## config.mk

```make
export PLATFORM = sky130hd
export DESIGN_NAME = periodic_event_scheduler_unit
export DESIGN_NICKNAME = d
export VERILOG_FILES = /design/src/rtl/core/pes_pkg.sv /design/src/rtl/core/pes_controller.sv /design/src/rtl/core/pes_datapath.sv /design/src/rtl/core/periodic_event_scheduler_unit.sv
export VERILOG_INCLUDE_DIRS = /design/src /design/src/rtl/core
export SDC_FILE = /design/constraint.sdc
export NUM_CORES = 2
export LEC_CHECK = 0
export ABC_CLOCK_PERIOD_IN_PS = 10200
export BUFFER_PORTS_ARGS = -buffer_cell sky130_fd_sc_hd__buf_2
export CAP_MARGIN = 20
export CORE_ASPECT_RATIO = 0.9
export CORE_MARGIN = 4
export CORE_UTILIZATION = 50
export CTS_BUF_LIST = sky130_fd_sc_hd__clkbuf_8
export DETAILED_ROUTE_END_ITERATION = 6
export HOLD_SLACK_MARGIN = 0.12
export PLACE_DENSITY = 0.67
export SETUP_SLACK_MARGIN = 0.5
export SLEW_MARGIN = 5
export SYNTH_ARGS = -nofsm -noshare
export SYNTH_HDL_FRONTEND = slang
export SYNTH_SLANG_ARGS = --single-unit
```

## constraint.sdc

```tcl
create_clock -name clk -period 10.2 [get_ports clk]
set_input_delay 1.53 -clock clk [delete_from_list [all_inputs] [get_ports clk]]
set_output_delay 1.53 -clock clk [all_outputs]
set_load 0.1 [all_outputs]
```

## src/rtl/core/periodic_event_scheduler_unit_assert.svh

```systemverilog
// Assertion helpers for the scheduler. Every check is sampled on the rising
// clock edge and is switched off while reset is asserted.
`ifndef PERIODIC_EVENT_SCHEDULER_UNIT_ASSERT_SVH
`define PERIODIC_EVENT_SCHEDULER_UNIT_ASSERT_SVH

// The consequent must hold in the same cycle as the antecedent.
`define PES_ASSERT_SAME(label, clk, rst_n, ante, cons) \
    label: assert property (@(posedge clk) disable iff (!rst_n) (ante) |-> (cons)) \
        else $error("scheduler check failed");

// The consequent must hold in the cycle after the antecedent.
`define PES_ASSERT_NEXT(label, clk, rst_n, ante, cons) \
    label: assert property (@(posedge clk) disable iff (!rst_n) (ante) |=> (cons)) \
        else $error("scheduler check failed");

`endif

```

## src/rtl/core/pes_pkg.sv

```systemverilog
package pes_pkg;

    // Field widths.
    localparam int FUNC_W    = 2;
    localparam int TIME_W    = 32;
    localparam int SLOT_W    = 2;
    localparam int DUR_W     = 24;
    localparam int KIND_W    = 2;
    localparam int COUNT_W   = 32;
    localparam int TOTAL_W   = 48;
    localparam int IVL_W     = 16;
    localparam int MASK_W    = 4;
    localparam int CFG_IDX_W = 3;

    // Slot limits: the register map covers four slots.
    localparam int MAX_SLOTS     = 4;
    localparam int DEFAULT_SLOTS = 4;

    // Run queue geometry.
    localparam int FIFO_DEPTH = 4;
    localparam int FIFO_AW    = 2;
    localparam int FILL_W     = 3;

    // Millisecond to microsecond scaling.
    localparam int MS_W     = 10;
    localparam int IVL_US_W = IVL_W + MS_W;
    localparam logic [MS_W-1:0]  MS_TO_US  = 10'd1000;
    localparam logic [DUR_W-1:0] MIN_START = 24'd100000;

    // Function codes of an input word.
    localparam logic [FUNC_W-1:0] FUNC_START   = 2'd0;
    localparam logic [FUNC_W-1:0] FUNC_PROCESS = 2'd1;
    localparam logic [FUNC_W-1:0] FUNC_DONE    = 2'd2;

    // Kind codes of a result word.
    localparam logic [KIND_W-1:0] KIND_DISPATCH = 2'd0;
    localparam logic [KIND_W-1:0] KIND_NONE     = 2'd1;
    localparam logic [KIND_W-1:0] KIND_STATS    = 2'd2;

    // Configuration register indexes; intervals sit below the mask.
    localparam logic [CFG_IDX_W-1:0] REG_INTERVAL_0  = 3'd0;
    localparam logic [CFG_IDX_W-1:0] REG_ACTIVE_MASK = 3'd4;

    // Commands from the controller to the datapath.
    typedef struct packed {
        logic load;
        logic clear_queue;
        logic start_step;
        logic scan_step;
        logic pop;
        logic report;
        logic emit_none;
    } pes_cmd_t;

    // Status from the datapath to the controller.
    typedef struct packed {
        logic scan_last;
        logic any_active;
    } pes_status_t;

endpackage

```

## src/rtl/core/pes_controller.sv

```systemverilog
module pes_controller (
    input  logic                        clk,
    input  logic                        rst_n,
    input  logic                        start,
    input  logic [pes_pkg::FUNC_W-1:0]  func,
    input  pes_pkg::pes_status_t        status,
    output pes_pkg::pes_cmd_t           cmd,
    output logic                        busy
);
    import pes_pkg::*;

    typedef enum logic [4:0] {
        ST_IDLE   = 5'b00001,
        ST_START  = 5'b00010,
        ST_SCAN   = 5'b00100,
        ST_POP    = 5'b01000,
        ST_REPORT = 5'b10000
    } state_t;

    state_t state_reg;
    state_t state_next;

    // Sequencing of the three item types.
    always_comb
    begin
        cmd        = '0;
        state_next = state_reg;
        unique case (state_reg)
            ST_IDLE:
            begin
                if (start)
                begin
                    cmd.load = 1'b1;
                    unique case (func)
                        FUNC_START:
                        begin
                            cmd.clear_queue = 1'b1;
                            if (status.any_active)
                                state_next = ST_START;
                            else
                                cmd.emit_none = 1'b1;
                        end
                        FUNC_PROCESS: state_next = ST_SCAN;
                        FUNC_DONE:    state_next = ST_REPORT;
                        default:      state_next = ST_IDLE;
                    endcase
                end
            end
            ST_START:
            begin
                cmd.start_step = 1'b1;
                if (status.scan_last)
                    state_next = ST_IDLE;
            end
            ST_SCAN:
            begin
                cmd.scan_step = 1'b1;
                if (status.scan_last)
                    state_next = ST_POP;
            end
            ST_POP:
            begin
                cmd.pop    = 1'b1;
                state_next = ST_IDLE;
            end
            ST_REPORT:
            begin
                cmd.report = 1'b1;
                state_next = ST_IDLE;
            end
            default: state_next = ST_IDLE;
        endcase
    end

    // State register.
    always_ff @(posedge clk or negedge rst_n)
    begin
        if (!rst_n)
            state_reg <= ST_IDLE;
        else
            state_reg <= state_next;
    end

    assign busy = (state_reg != ST_IDLE);

endmodule

```

## src/rtl/core/pes_datapath.sv

```systemverilog
module pes_datapath #(
    parameter int LIVE = pes_pkg::MAX_SLOTS
) (
    input  logic                           clk,
    input  logic                           rst_n,
    input  pes_pkg::pes_cmd_t              cmd,
    output pes_pkg::pes_status_t           status,
    input  logic [pes_pkg::TIME_W-1:0]     now_us,
    input  logic [pes_pkg::SLOT_W-1:0]     slot,
    input  logic [pes_pkg::DUR_W-1:0]      duration_us,
    input  logic                           cfg_we,
    input  logic [pes_pkg::CFG_IDX_W-1:0]  cfg_index,
    input  logic [pes_pkg::IVL_W-1:0]      cfg_data,
    output logic                           strobe,
    output logic [pes_pkg::KIND_W-1:0]     kind,
    output logic [pes_pkg::SLOT_W-1:0]     slot_out,
    output logic [pes_pkg::COUNT_W-1:0]    run_count,
    output logic [pes_pkg::TOTAL_W-1:0]    total_time,
    output logic [pes_pkg::DUR_W-1:0]      shortest,
    output logic [pes_pkg::DUR_W-1:0]      longest,
    output logic                           last
);
    import pes_pkg::*;

    localparam int IW = (LIVE > 1) ? $clog2(LIVE) : 1;

    // Configuration registers.
    logic [IVL_W-1:0]   interval_reg [LIVE];
    logic [MASK_W-1:0]  active_reg;

    // Per-slot state.
    logic               queued_reg [LIVE];
    logic [TIME_W-1:0]  due_reg    [LIVE];
    logic [COUNT_W-1:0] count_reg  [LIVE];
    logic [TOTAL_W-1:0] total_reg  [LIVE];
    logic [DUR_W-1:0]   min_reg    [LIVE];
    logic [DUR_W-1:0]   max_reg    [LIVE];

    // Run queue.
    logic [SLOT_W-1:0]  fifo_mem [FIFO_DEPTH];
    logic [FIFO_AW-1:0] head_reg;
    logic [FILL_W-1:0]  fill_reg;

    // Latched item and scan index.
    logic [TIME_W-1:0]  now_reg;
    logic [SLOT_W-1:0]  slot_reg;
    logic [DUR_W-1:0]   dur_reg;
    logic [IW-1:0]      idx_reg;

    // Result register.
    logic               strobe_reg;
    logic [KIND_W-1:0]  kind_reg;
    logic [SLOT_W-1:0]  slot_out_reg;
    logic [COUNT_W-1:0] run_count_reg;
    logic [TOTAL_W-1:0] total_out_reg;
    logic [DUR_W-1:0]   shortest_reg;
    logic [DUR_W-1:0]   longest_reg;
    logic               last_reg;

    logic [LIVE-1:0]     live_active;
    logic [TIME_W-1:0]   diff;
    logic                is_due;
    logic                enq;
    logic [FIFO_AW-1:0]  tail;
    logic                pop_ok;
    logic                pop_empty;
    logic [IW-1:0]       pop_slot;
    logic                disp_en;
    logic [IW-1:0]       disp_slot;
    logic [COUNT_W-1:0]  count_next;
    logic [IVL_US_W-1:0] ivl_us;
    logic [TIME_W-1:0]   due_new;
    logic                last_start;
    logic                in_range;
    logic [IW-1:0]       rep_slot;
    logic [TOTAL_W:0]    sum;
    logic [TOTAL_W-1:0]  total_new;
    logic [DUR_W-1:0]    min_new;
    logic [DUR_W-1:0]    max_new;
    logic                rep_en;
    logic                emit_none;

    assign live_active = active_reg[LIVE-1:0];

    // Status toward the controller.
    assign status.scan_last  = (idx_reg == IW'(LIVE - 1));
    assign status.any_active = |live_active;

    // Due test on the scanned slot: signed difference not above zero.
    assign diff   = due_reg[idx_reg] - now_reg;
    assign is_due = (diff == '0) || diff[TIME_W-1];
    assign enq    = cmd.scan_step && live_active[idx_reg] && !queued_reg[idx_reg]
                    && is_due && !fill_reg[FILL_W-1];
    assign tail   = head_reg + fill_reg[FIFO_AW-1:0];

    // Queue front.
    assign pop_ok    = cmd.pop && (fill_reg != '0);
    assign pop_empty = cmd.pop && (fill_reg == '0);
    assign pop_slot  = fifo_mem[head_reg][IW-1:0];

    // Dispatch of one slot: count, reschedule.
    assign disp_en    = (cmd.start_step && live_active[idx_reg]) || pop_ok;
    assign disp_slot  = cmd.start_step ? idx_reg : pop_slot;
    assign count_next = (&count_reg[disp_slot]) ? count_reg[disp_slot]
                                                : count_reg[disp_slot] + 1'b1;
    assign ivl_us     = IVL_US_W'(interval_reg[disp_slot]) * IVL_US_W'(MS_TO_US);
    assign due_new    = now_reg + TIME_W'(ivl_us);

    // A start dispatch is the last one if no higher live slot is active.
    always_comb
    begin
        last_start = 1'b1;
        for (int j = 0; j < LIVE; j++)
        begin
            if ((IW'(j) > idx_reg) && live_active[j])
                last_start = 1'b0;
        end
    end

    // Statistics update of a done report.
    assign in_range  = ({1'b0, slot_reg} < (SLOT_W + 1)'(LIVE));
    assign rep_slot  = slot_reg[IW-1:0];
    assign rep_en    = cmd.report && in_range;
    assign sum       = {1'b0, total_reg[rep_slot]} + (TOTAL_W + 1)'(dur_reg);
    assign total_new = sum[TOTAL_W] ? {TOTAL_W{1'b1}} : sum[TOTAL_W-1:0];
    assign min_new   = (dur_reg < min_reg[rep_slot]) ? dur_reg : min_reg[rep_slot];
    assign max_new   = (dur_reg > max_reg[rep_slot]) ? dur_reg : max_reg[rep_slot];

    assign emit_none = cmd.emit_none || pop_empty;

    // Control and per-slot state.
    always_ff @(posedge clk or negedge rst_n)
    begin
        if (!rst_n)
        begin
            for (int i = 0; i < LIVE; i++)
            begin
                interval_reg[i] <= '0;
                queued_reg[i]   <= 1'b0;
                due_reg[i]      <= '0;
                count_reg[i]    <= '0;
                total_reg[i]    <= '0;
                min_reg[i]      <= MIN_START;
                max_reg[i]      <= '0;
            end
            active_reg <= '0;
            head_reg   <= '0;
            fill_reg   <= '0;
            idx_reg    <= '0;
            strobe_reg <= 1'b0;
        end
        else
        begin
            if (cfg_we)
            begin
                if (cfg_index == REG_ACTIVE_MASK)
                    active_reg <= cfg_data[MASK_W-1:0];
                else if ((cfg_index >= REG_INTERVAL_0)
                         && (cfg_index < CFG_IDX_W'(LIVE)))
                    interval_reg[cfg_index[IW-1:0]] <= cfg_data;
            end

            if (cmd.load)
                idx_reg <= '0;
            else if (cmd.start_step || cmd.scan_step)
                idx_reg <= idx_reg + 1'b1;

            if (cmd.clear_queue)
            begin
                for (int i = 0; i < LIVE; i++)
                    queued_reg[i] <= 1'b0;
                head_reg <= '0;
                fill_reg <= '0;
            end

            if (enq)
            begin
                queued_reg[idx_reg] <= 1'b1;
                fill_reg            <= fill_reg + 1'b1;
            end

            if (pop_ok)
            begin
                head_reg <= head_reg + 1'b1;
                fill_reg <= fill_reg - 1'b1;
            end

            if (disp_en)
            begin
                count_reg[disp_slot]  <= count_next;
                queued_reg[disp_slot] <= 1'b0;
                due_reg[disp_slot]    <= due_new;
            end

            if (rep_en)
            begin
                total_reg[rep_slot] <= total_new;
                min_reg[rep_slot]   <= min_new;
                max_reg[rep_slot]   <= max_new;
            end

            strobe_reg <= disp_en || emit_none || cmd.report;
        end
    end

    // Latched item fields and queue entries.
    always_ff @(posedge clk)
    begin
        if (cmd.load)
        begin
            now_reg  <= now_us;
            slot_reg <= slot;
            dur_reg  <= duration_us;
        end
        if (enq)
            fifo_mem[tail] <= SLOT_W'(idx_reg);
    end

    // Result word.
    always_ff @(posedge clk)
    begin
        if (emit_none)
        begin
            kind_reg      <= KIND_NONE;
            slot_out_reg  <= '0;
            run_count_reg <= '0;
            total_out_reg <= '0;
            shortest_reg  <= '0;
            longest_reg   <= '0;
            last_reg      <= 1'b1;
        end
        else if (disp_en)
        begin
            kind_reg      <= KIND_DISPATCH;
            slot_out_reg  <= SLOT_W'(disp_slot);
            run_count_reg <= count_next;
            total_out_reg <= total_reg[disp_slot];
            shortest_reg  <= min_reg[disp_slot];
            longest_reg   <= max_reg[disp_slot];
            last_reg      <= cmd.start_step ? last_start : 1'b1;
        end
        else if (cmd.report)
        begin
            kind_reg      <= KIND_STATS;
            slot_out_reg  <= slot_reg;
            run_count_reg <= in_range ? count_reg[rep_slot] : '0;
            total_out_reg <= in_range ? total_new : '0;
            shortest_reg  <= in_range ? min_new : '0;
            longest_reg   <= in_range ? max_new : '0;
            last_reg      <= 1'b1;
        end
    end

    assign strobe     = strobe_reg;
    assign kind       = kind_reg;
    assign slot_out   = slot_out_reg;
    assign run_count  = run_count_reg;
    assign total_time = total_out_reg;
    assign shortest   = shortest_reg;
    assign longest    = longest_reg;
    assign last       = last_reg;

endmodule

```

## src/rtl/core/periodic_event_scheduler_unit.sv

```systemverilog
// Periodic scheduler; L = min(SLOTS, 4) slots, scanned one per cycle by the sequencer.
// Start: one word per active slot, or a single none word if no slot is active.
// Process: scan slots and queue due ones, then dispatch one popped slot, or none if empty.
// Done report: one stats word per item. Every word appears in the cycle after the step that made it.
// Results are strobed for one cycle and cannot be stalled by the receiver.
// Reset (async, active low) clears config, queue and statistics; shortest starts at 100000.
`include "periodic_event_scheduler_unit_assert.svh"

module periodic_event_scheduler_unit #(
    parameter int SLOTS = pes_pkg::DEFAULT_SLOTS
) (
    input  logic                           clk,
    input  logic                           rst_n,
    input  logic                           start,
    output logic                           busy,
    input  logic [pes_pkg::FUNC_W-1:0]     func,
    input  logic [pes_pkg::TIME_W-1:0]     now_us,
    input  logic [pes_pkg::SLOT_W-1:0]     slot,
    input  logic [pes_pkg::DUR_W-1:0]      duration_us,
    input  logic                           cfg_valid,
    output logic                           cfg_ready,
    input  logic [pes_pkg::CFG_IDX_W-1:0]  cfg_index,
    input  logic [pes_pkg::IVL_W-1:0]      cfg_data,
    output logic                           strobe,
    output logic [pes_pkg::KIND_W-1:0]     kind,
    output logic [pes_pkg::SLOT_W-1:0]     slot_out,
    output logic [pes_pkg::COUNT_W-1:0]    run_count,
    output logic [pes_pkg::TOTAL_W-1:0]    total_time,
    output logic [pes_pkg::DUR_W-1:0]      shortest,
    output logic [pes_pkg::DUR_W-1:0]      longest,
    output logic                           last
);
    import pes_pkg::*;

    localparam int LIVE = (SLOTS < MAX_SLOTS) ? SLOTS : MAX_SLOTS;

    pes_cmd_t    cmd;
    pes_status_t status;
    logic        cfg_we;

    // Register writes are taken in any cycle.
    assign cfg_ready = 1'b1;
    assign cfg_we    = cfg_valid && cfg_ready;

    pes_controller u_ctrl (
        .clk    (clk),
        .rst_n  (rst_n),
        .start  (start),
        .func   (func),
        .status (status),
        .cmd    (cmd),
        .busy   (busy)
    );

    pes_datapath #(
        .LIVE (LIVE)
    ) u_dp (
        .clk         (clk),
        .rst_n       (rst_n),
        .cmd         (cmd),
        .status      (status),
        .now_us      (now_us),
        .slot        (slot),
        .duration_us (duration_us),
        .cfg_we      (cfg_we),
        .cfg_index   (cfg_index),
        .cfg_data    (cfg_data),
        .strobe      (strobe),
        .kind        (kind),
        .slot_out    (slot_out),
        .run_count   (run_count),
        .total_time  (total_time),
        .shortest    (shortest),
        .longest     (longest),
        .last        (last)
    );

    // Only start dispatches can be followed by more words of the same item.
    `PES_ASSERT_SAME(a_not_last_is_dispatch, clk, rst_n, strobe && !last,
        kind == KIND_DISPATCH)

    // A word that reports nothing dispatched carries no statistics and ends its item.
    `PES_ASSERT_SAME(a_none_is_empty, clk, rst_n, strobe && (kind == KIND_NONE),
        (run_count == '0) && (total_time == '0) && last)

    // A process item always scans before it pops.
    `PES_ASSERT_NEXT(a_process_scans, clk, rst_n,
        start && !busy && (func == FUNC_PROCESS), busy)

    // A done report produces its word only after the update cycle.
    `PES_ASSERT_NEXT(a_report_delay, clk, rst_n,
        start && !busy && (func == FUNC_DONE), !strobe)

endmodule

```

-- Word-level counts from Yosys, hierarchy flattened
Memory sizes are Yosys's and may differ from the RTL's.
Index checks and enable logic that the tools add are counted.
Widths: inputs -> output; s select.
- register bits: 916
- memory bits (writable): 8
- output and inout port bits: 136
- memories: 1
- memory list (memory ; depth ; width ; read ports ; clocked after memory_dff ; write ports ; line ; source):
    u_dp.fifo_mem ; 4 ; 2 ; 1 ; 0 ; 1 ; pes_datapath.sv:40 ; logic [SLOT_W-1:0] fifo_mem [FIFO_DEPTH];
- $add $sub $neg: 9
- multiply operators: 1
- order comparisons: 17
- equality and inequality tests: 14
- muxes and demuxes: 106
- bitwise logic cells: 8
- reductions and logical operators: 38
- operators by type and width (operator ; number):
    $mux 48 ; 8
    $mux 24 ; 15
    $mux 32 ; 10
    $bwmux 128 ; 2
    $bmux 24 s2 ; 4
    $bmux 32 s2 ; 3
    $bmux 48 s2 ; 2
    $bwmux 192 ; 1
    $bwmux 96 ; 2
    $demux 48 s2 ; 1
    $bwmux 64 ; 1
    $demux 32 s2 ; 1
    $add 48x24->49 ; 1
    $demux 24 s2 ; 1
    $mux 16 ; 3
    $add 32x1->32 const B ; 1
    $add 32x26->32 ; 1
    $bmux 16 s2 ; 1
    $demux 16 s2 ; 1
    $logic_not 32->1 ; 1
    $reduce_and 32->1 ; 1
    $sub 32x32->32 ; 1
    $pmux 5 s3 ; 2
    $mux 1 ; 25
    48 further kinds ; 104

-- Longest topological paths before layout
- word-level depth: 12
- mapped depth: 44

-- Modules after synthesis
Synthesis repeated with hierarchy kept, for this count alone.
- cells, all modules: 5645
- area total of the unflattened synthesis: 52216.3 µm²
- modules (own cells, without submodules) (module ; times used ; cells an instance ; area each (µm²) ; seq. area each (µm²)):
    pes_datapath ; 1 ; 5608 ; 51849.7 ; 22691.8
    pes_controller ; 1 ; 35 ; 355.3 ; 126.4
    periodic_event_scheduler_unit ; 1 ; 2 ; 11.3 ; 0.0

-- Worst setup path before layout
OpenSTA, ideal clock, no wires.
- kind: reg2reg
- start: reg u_dp.head_reg[0]
- end: reg u_dp.due_reg[63] in the netlist's numbering
- setup time: 134 ps
- arrival: 9132 ps
- slack: 934 ps
- stages on the path, launching flop included: 42
- period minus slack after synthesis: 9266 ps
- cells stage by stage: dfrtp_1 -> mux4_2 -> o21ai_2 -> and2_1 -> buf_2 -> buf_6 -> buf_6 -> clkbuf_1 -> buf_1 -> clkbuf_1 -> clkbuf_1 -> clkbuf_1 -> nand2_1 -> a31oi_1 -> fa_1 -> fa_1 -> inv_1 -> fa_1 -> (+6 left out) -> a21oi_1 -> o2111ai_1 -> nand3_1 -> o211ai_1 -> nand2b_1 -> xor2_1 -> ha_1 -> a21oi_1 -> nor2b_1 -> o21ai_0 -> nand2b_1 -> a21oi_1 -> o2111ai_1 -> a31oi_1 -> nor2b_1 -> o2111ai_1 -> xor2_1 -> o21ai_0
- longest elaborated chain between the ends: 9
- elaborated cells between the ends (all ways): 14
- classes of those cells: 1 x add/sub; 1 x mul; 2 x order compare; 7 x mux; 1 x bitwise; 1 x reduce/logical; 1 x memory
- RTL lines (what ; line ; source):
    start, declared ; pes_datapath.sv:41 ; logic [FIFO_AW-1:0] head_reg;
    start signal, assigned ; pes_datapath.sv:184 ; head_reg <= head_reg + 1'b1;
    $mem_v2 4x2 * ; -- ;
    $mux 2 * ; pes_datapath.sv:103 ; assign disp_slot = cmd.start_step ? idx_reg : pop_slot;
    $not 2->3 (implied by the code) * ; pes_datapath.sv:106, pes_datapath.sv:192 ;
    $bmux 16 s2 ; pes_datapath.sv:106 ; assign ivl_us = IVL_US_W'(interval_reg[disp_slot]) * IVL_US_W'(MS_TO_US);
    $mux 16 (implied by the code) (2 in a row) ; pes_datapath.sv:106 ;
    $mul 16x7->23 ; pes_datapath.sv:106 ;
    $add 32x26->32 ; pes_datapath.sv:107 ; assign due_new = now_reg + TIME_W'(ivl_us);
    $bwmux 128 * ; pes_datapath.sv:192 ; due_reg[disp_slot] <= due_new;
    end signal, assigned by index ; pes_datapath.sv:192 ;
    end, declared ; pes_datapath.sv:33 ; logic [TIME_W-1:0] due_reg [LIVE];
Every way passes the cells marked *; elsewhere a longest branch is shown, timed or not. The select of a mux whose other input is x is not followed.
A chain may end at the register's enable or synchronous reset.

-- Worst setup path in the final report
- start: reg u_ctrl.state_reg[4]
- end: reg u_dp.due_reg[31] in the netlist's numbering
- longest elaborated chain between the ends: 10
- elaborated cells between the ends (all ways): 20
- classes of those cells: 1 x add/sub; 1 x mul; 2 x order compare; 2 x eq/ne; 9 x mux; 1 x bitwise; 4 x reduce/logical
- RTL lines (what ; line ; source):
    start, declared ; pes_controller.sv:20 ; state_t state_reg;
    start signal, assigned ; pes_controller.sv:81 ; state_reg <= state_next;
    $eq 5x2->1 ; pes_controller.sv:28 ; unique case (state_reg)
    $mux 1 ; pes_controller.sv:28 ;
    $mux 2 ; pes_datapath.sv:103 ;
    $not 2->3 (implied by the code) ; pes_datapath.sv:106, pes_datapath.sv:192 ;
    $bmux 16 s2 ; pes_datapath.sv:106 ;
    $mux 16 (implied by the code) (2 in a row) ; pes_datapath.sv:106 ;
    $mul 16x7->23 ; pes_datapath.sv:106 ;
    $add 32x26->32 ; pes_datapath.sv:107 ;
    $bwmux 128 ; pes_datapath.sv:192 ;
Parallel ways exist; a longest one is shown, timed or not. The select of a mux whose other input is x is not followed.

==> metrics.md <==
| Metric | Value |
|---|---|
| Post-synthesis sequential area ratio | between 40% and 50% |
| Total negative setup slack | 0 ps |
| GRT overflow | 0 |
| Final Slew Violations | 0 |
| Required time worst endpoint | 10880 ps |
| Fillers | roughly 9000 |
| WP buf/inv | 2 |
| Vias in the first global route | ~40000 |
| #FFs+latches synth | around 920 |
| Routed wire length | about 150000 um |
| Drt wl/cell | about 22 um |
| Reg-to-reg slack, setup | about 1100 ps |
| Synthesized area | 51500 um2 |
| Setup Fix Bufs, Post-CTS | 0 |
| Syn_nets | 5401 |
| RSZ-0062 raised after global routing | false |
| Initial Util | between 50% and 60% |
| Via count | approximately 40000 |
| Critical path class | reg -> reg |
| Worst EP arrival | between 9000 and 10000 ps |
| WHS Path Cells | 2 |
| Global-route wire length before repair | 234000 um |
| Status | finished clean |
| Die W | 346 um |
| Gr usage total | 27.2% |
| Crit path max-delay cell type | nand2_8 |
| DRT Pass-1 Iters | 6 |
| Largest net degree at the start of global routing | 170 |
| CTS tree | done |
| IO Pins | about 220 |
| Final period utilization | about 89% |
| Core area | 102000 um2 |
| CTS buffer count | about 150 |
| Worst hold path endpoint | u_dp.kind[0] |
| FMAX | approximately 110 MHz |
| CP peak stage delay | around 570 ps |
| Num rows | 111 |
| RePlAce Congestion | about 0.88 |
| Die H | 312 um |
| DRC viols | 0 |
| Clock H-tree levels | 4 |
| Nets | approximately 5500 |
| Storage cell area | between 20000 and 25000 um2 |
| Rel. slew slack | a little under a quarter |
| Crit end category | flip-flop |
| CP startpoint | u_ctrl.state_reg[4] |
| Ys async rst share | about four fifths |
| Post-CTS resize count | 0 |
| Final Skew | around 60 ps |
| Post-DRT Antenna Nets | 0 |
| Slew @ Worst Pin | about 1100 ps |
| Startpoint Class | flip-flop |
| Hold crit path type | reg -> reg |
| Critical path peak fanout | 68 |
| CTS Buffer Depth | 3 |
| DR iter-0 viols | approximately 3600 |
| Fin crit period | just over 9000 ps |
| Final hold violation count | 0 |
| Share of cells above drive strength 1 | between 10% and 20% |
| Largest area contributor in the netlist | dfrtp_1 |
| R2R cell count | 34 |
| Yosys warns | 0 |
| HP Start | u_dp.kind[0] |
| Max FFs per register | 192 |
| Footprint of the multi-input gates | around 27000 um2 |
| Synth top area share | between 30% and 40% |
| Post-synth EDFFs | 66 |
| CTS root buf | clkbuf_8 |
| Worst skew pair latency | about 880 ps |
| Hold buffers post-CTS | 0 |
| DP HPWL | ~94000 um |
| Die area | 108000 um2 |
| Synth area leaders | dfrtp_1 34%, mux4_2 11%, nand2_1 7.0%, o21ai_0 6.8%, dfxtp_1 5.2% |
| Worst-path clk slew | roughly 60 ps |
| Max cap viols | 0 |
| Reg-to-reg critical path startpoint | u_ctrl.state_reg[4] |
| Final setup viols | 0 |
| Cell count after synthesis | ~5100 |
| Initial antenna violation count | 10 |
| Most common cell after layout, fill and taps aside | nand2_1 |
| Unique masters post-synth | 95 |
| Area Growth Syn to Fin | 10.5% |
| Reg-to-reg endpoint | u_dp.due_reg[31] |
| Synthesized area per cell | a little over 10 um2 |
| CP delay by family, top | compound AO/OA/AOI/OAI gates |
| Via/cell ratio | roughly 6.0 |
| CTS Sinks | a little over 900 |
| # port buffers | between 200 and 250 |
| Most frequent cells in the layout | 955 x nand2_1, 698 x dfrtp_1, 696 x o21ai_0 |
| Most used DFF post-synth | dfrtp_1 |
-- layout make-up --
type / count / share of cell area, %
multi-input cells: 3643 / 47.2
flip-flops and latches: 924 / 40.1
well taps: 1356 / 2.98
clock buffers: 188 / 4.55
inverters: 194 / 1.28
diodes: 4 / 0.0176
repair buffers: 273 / 2.85
clock inverters: 99 / 1.00
-- synthesized netlist by cell type, types with 29 or more instances --
cell	n
nand2_1	958
dfrtp_1	700
o21ai_0	697
clkbuf_1	271
mux4_2	253
inv_1	194
ha_1	185
a21oi_1	162
nor2_1	160
dfxtp_1	133
nand3_1	130
mux2_2	107
a22oi_1	86
mux2i_1	86
xnor2_1	70
edfxtp_1	66
a21o_1	56
xor2_1	55
fa_1	51
nor3_1	50
o21a_1	47
o22ai_1	41
o221ai_1	34
buf_1	32
nor2b_1	32
and3_1	30
nand4_1	29
-- worst min-delay path, delay by kind of cell, from the launching register on --
| kind | cells | cell delay, ps |
|---|---|---|
| and+or+nand+nor | 2 | 90 |
| DFF | 1 | 300 |
-- how the worst max path moves through the flow --
stage               slack, ps          endpoint  depth (start not counted)
floorplan                 930  u_dp.due_reg[63]                         41
global placement         1280  u_dp.due_reg[31]                         34
detailed placement       1240  u_dp.due_reg[31]                         34
CTS                      1210  u_dp.due_reg[31]                         34
global route              510  u_dp.due_reg[63]                         34
finish                   1110  u_dp.due_reg[31]                         34
-- metrics by stage --
stage          cells  hold WS [ps]  util, %  setup WS (ps)  cell area [um2]
6_report        6681           440     55.8           1110            56900
3_3_place_gp    6389           430     52.6           1280            53700
3_5_place_dp    6389           431     52.6           1240            53700
4_1_cts         6676           440     55.7           1210            56900
5_1_grt         6680           466     55.8            508            56900
2_1_floorplan   5082           434        -            934            51500
-- layer usage --
metal / vias up / share of wire, % / GRT usage (%)
met5: - / 0.014 / 0
met4: 4 / 2.4 / 7.77
met3: 239 / 8.7 / 6.52
met2: 1521 / 45 / 42.0
met1: 19900 / 44 / 38.6
li1: 18500 / - / -
-- logic make-up after synthesis --
logic type,synth area share (%)
compound gates,15.2
xor+xnor,2.25
fa+ha+maj,6.50
buf+inv,3.85
flops,44.3
mux,15.1
other cells,0.00728
simple gates,12.7
Power is not shown: default switching activity piles up to over one toggle a cycle in this logic, so the estimate is an artifact.
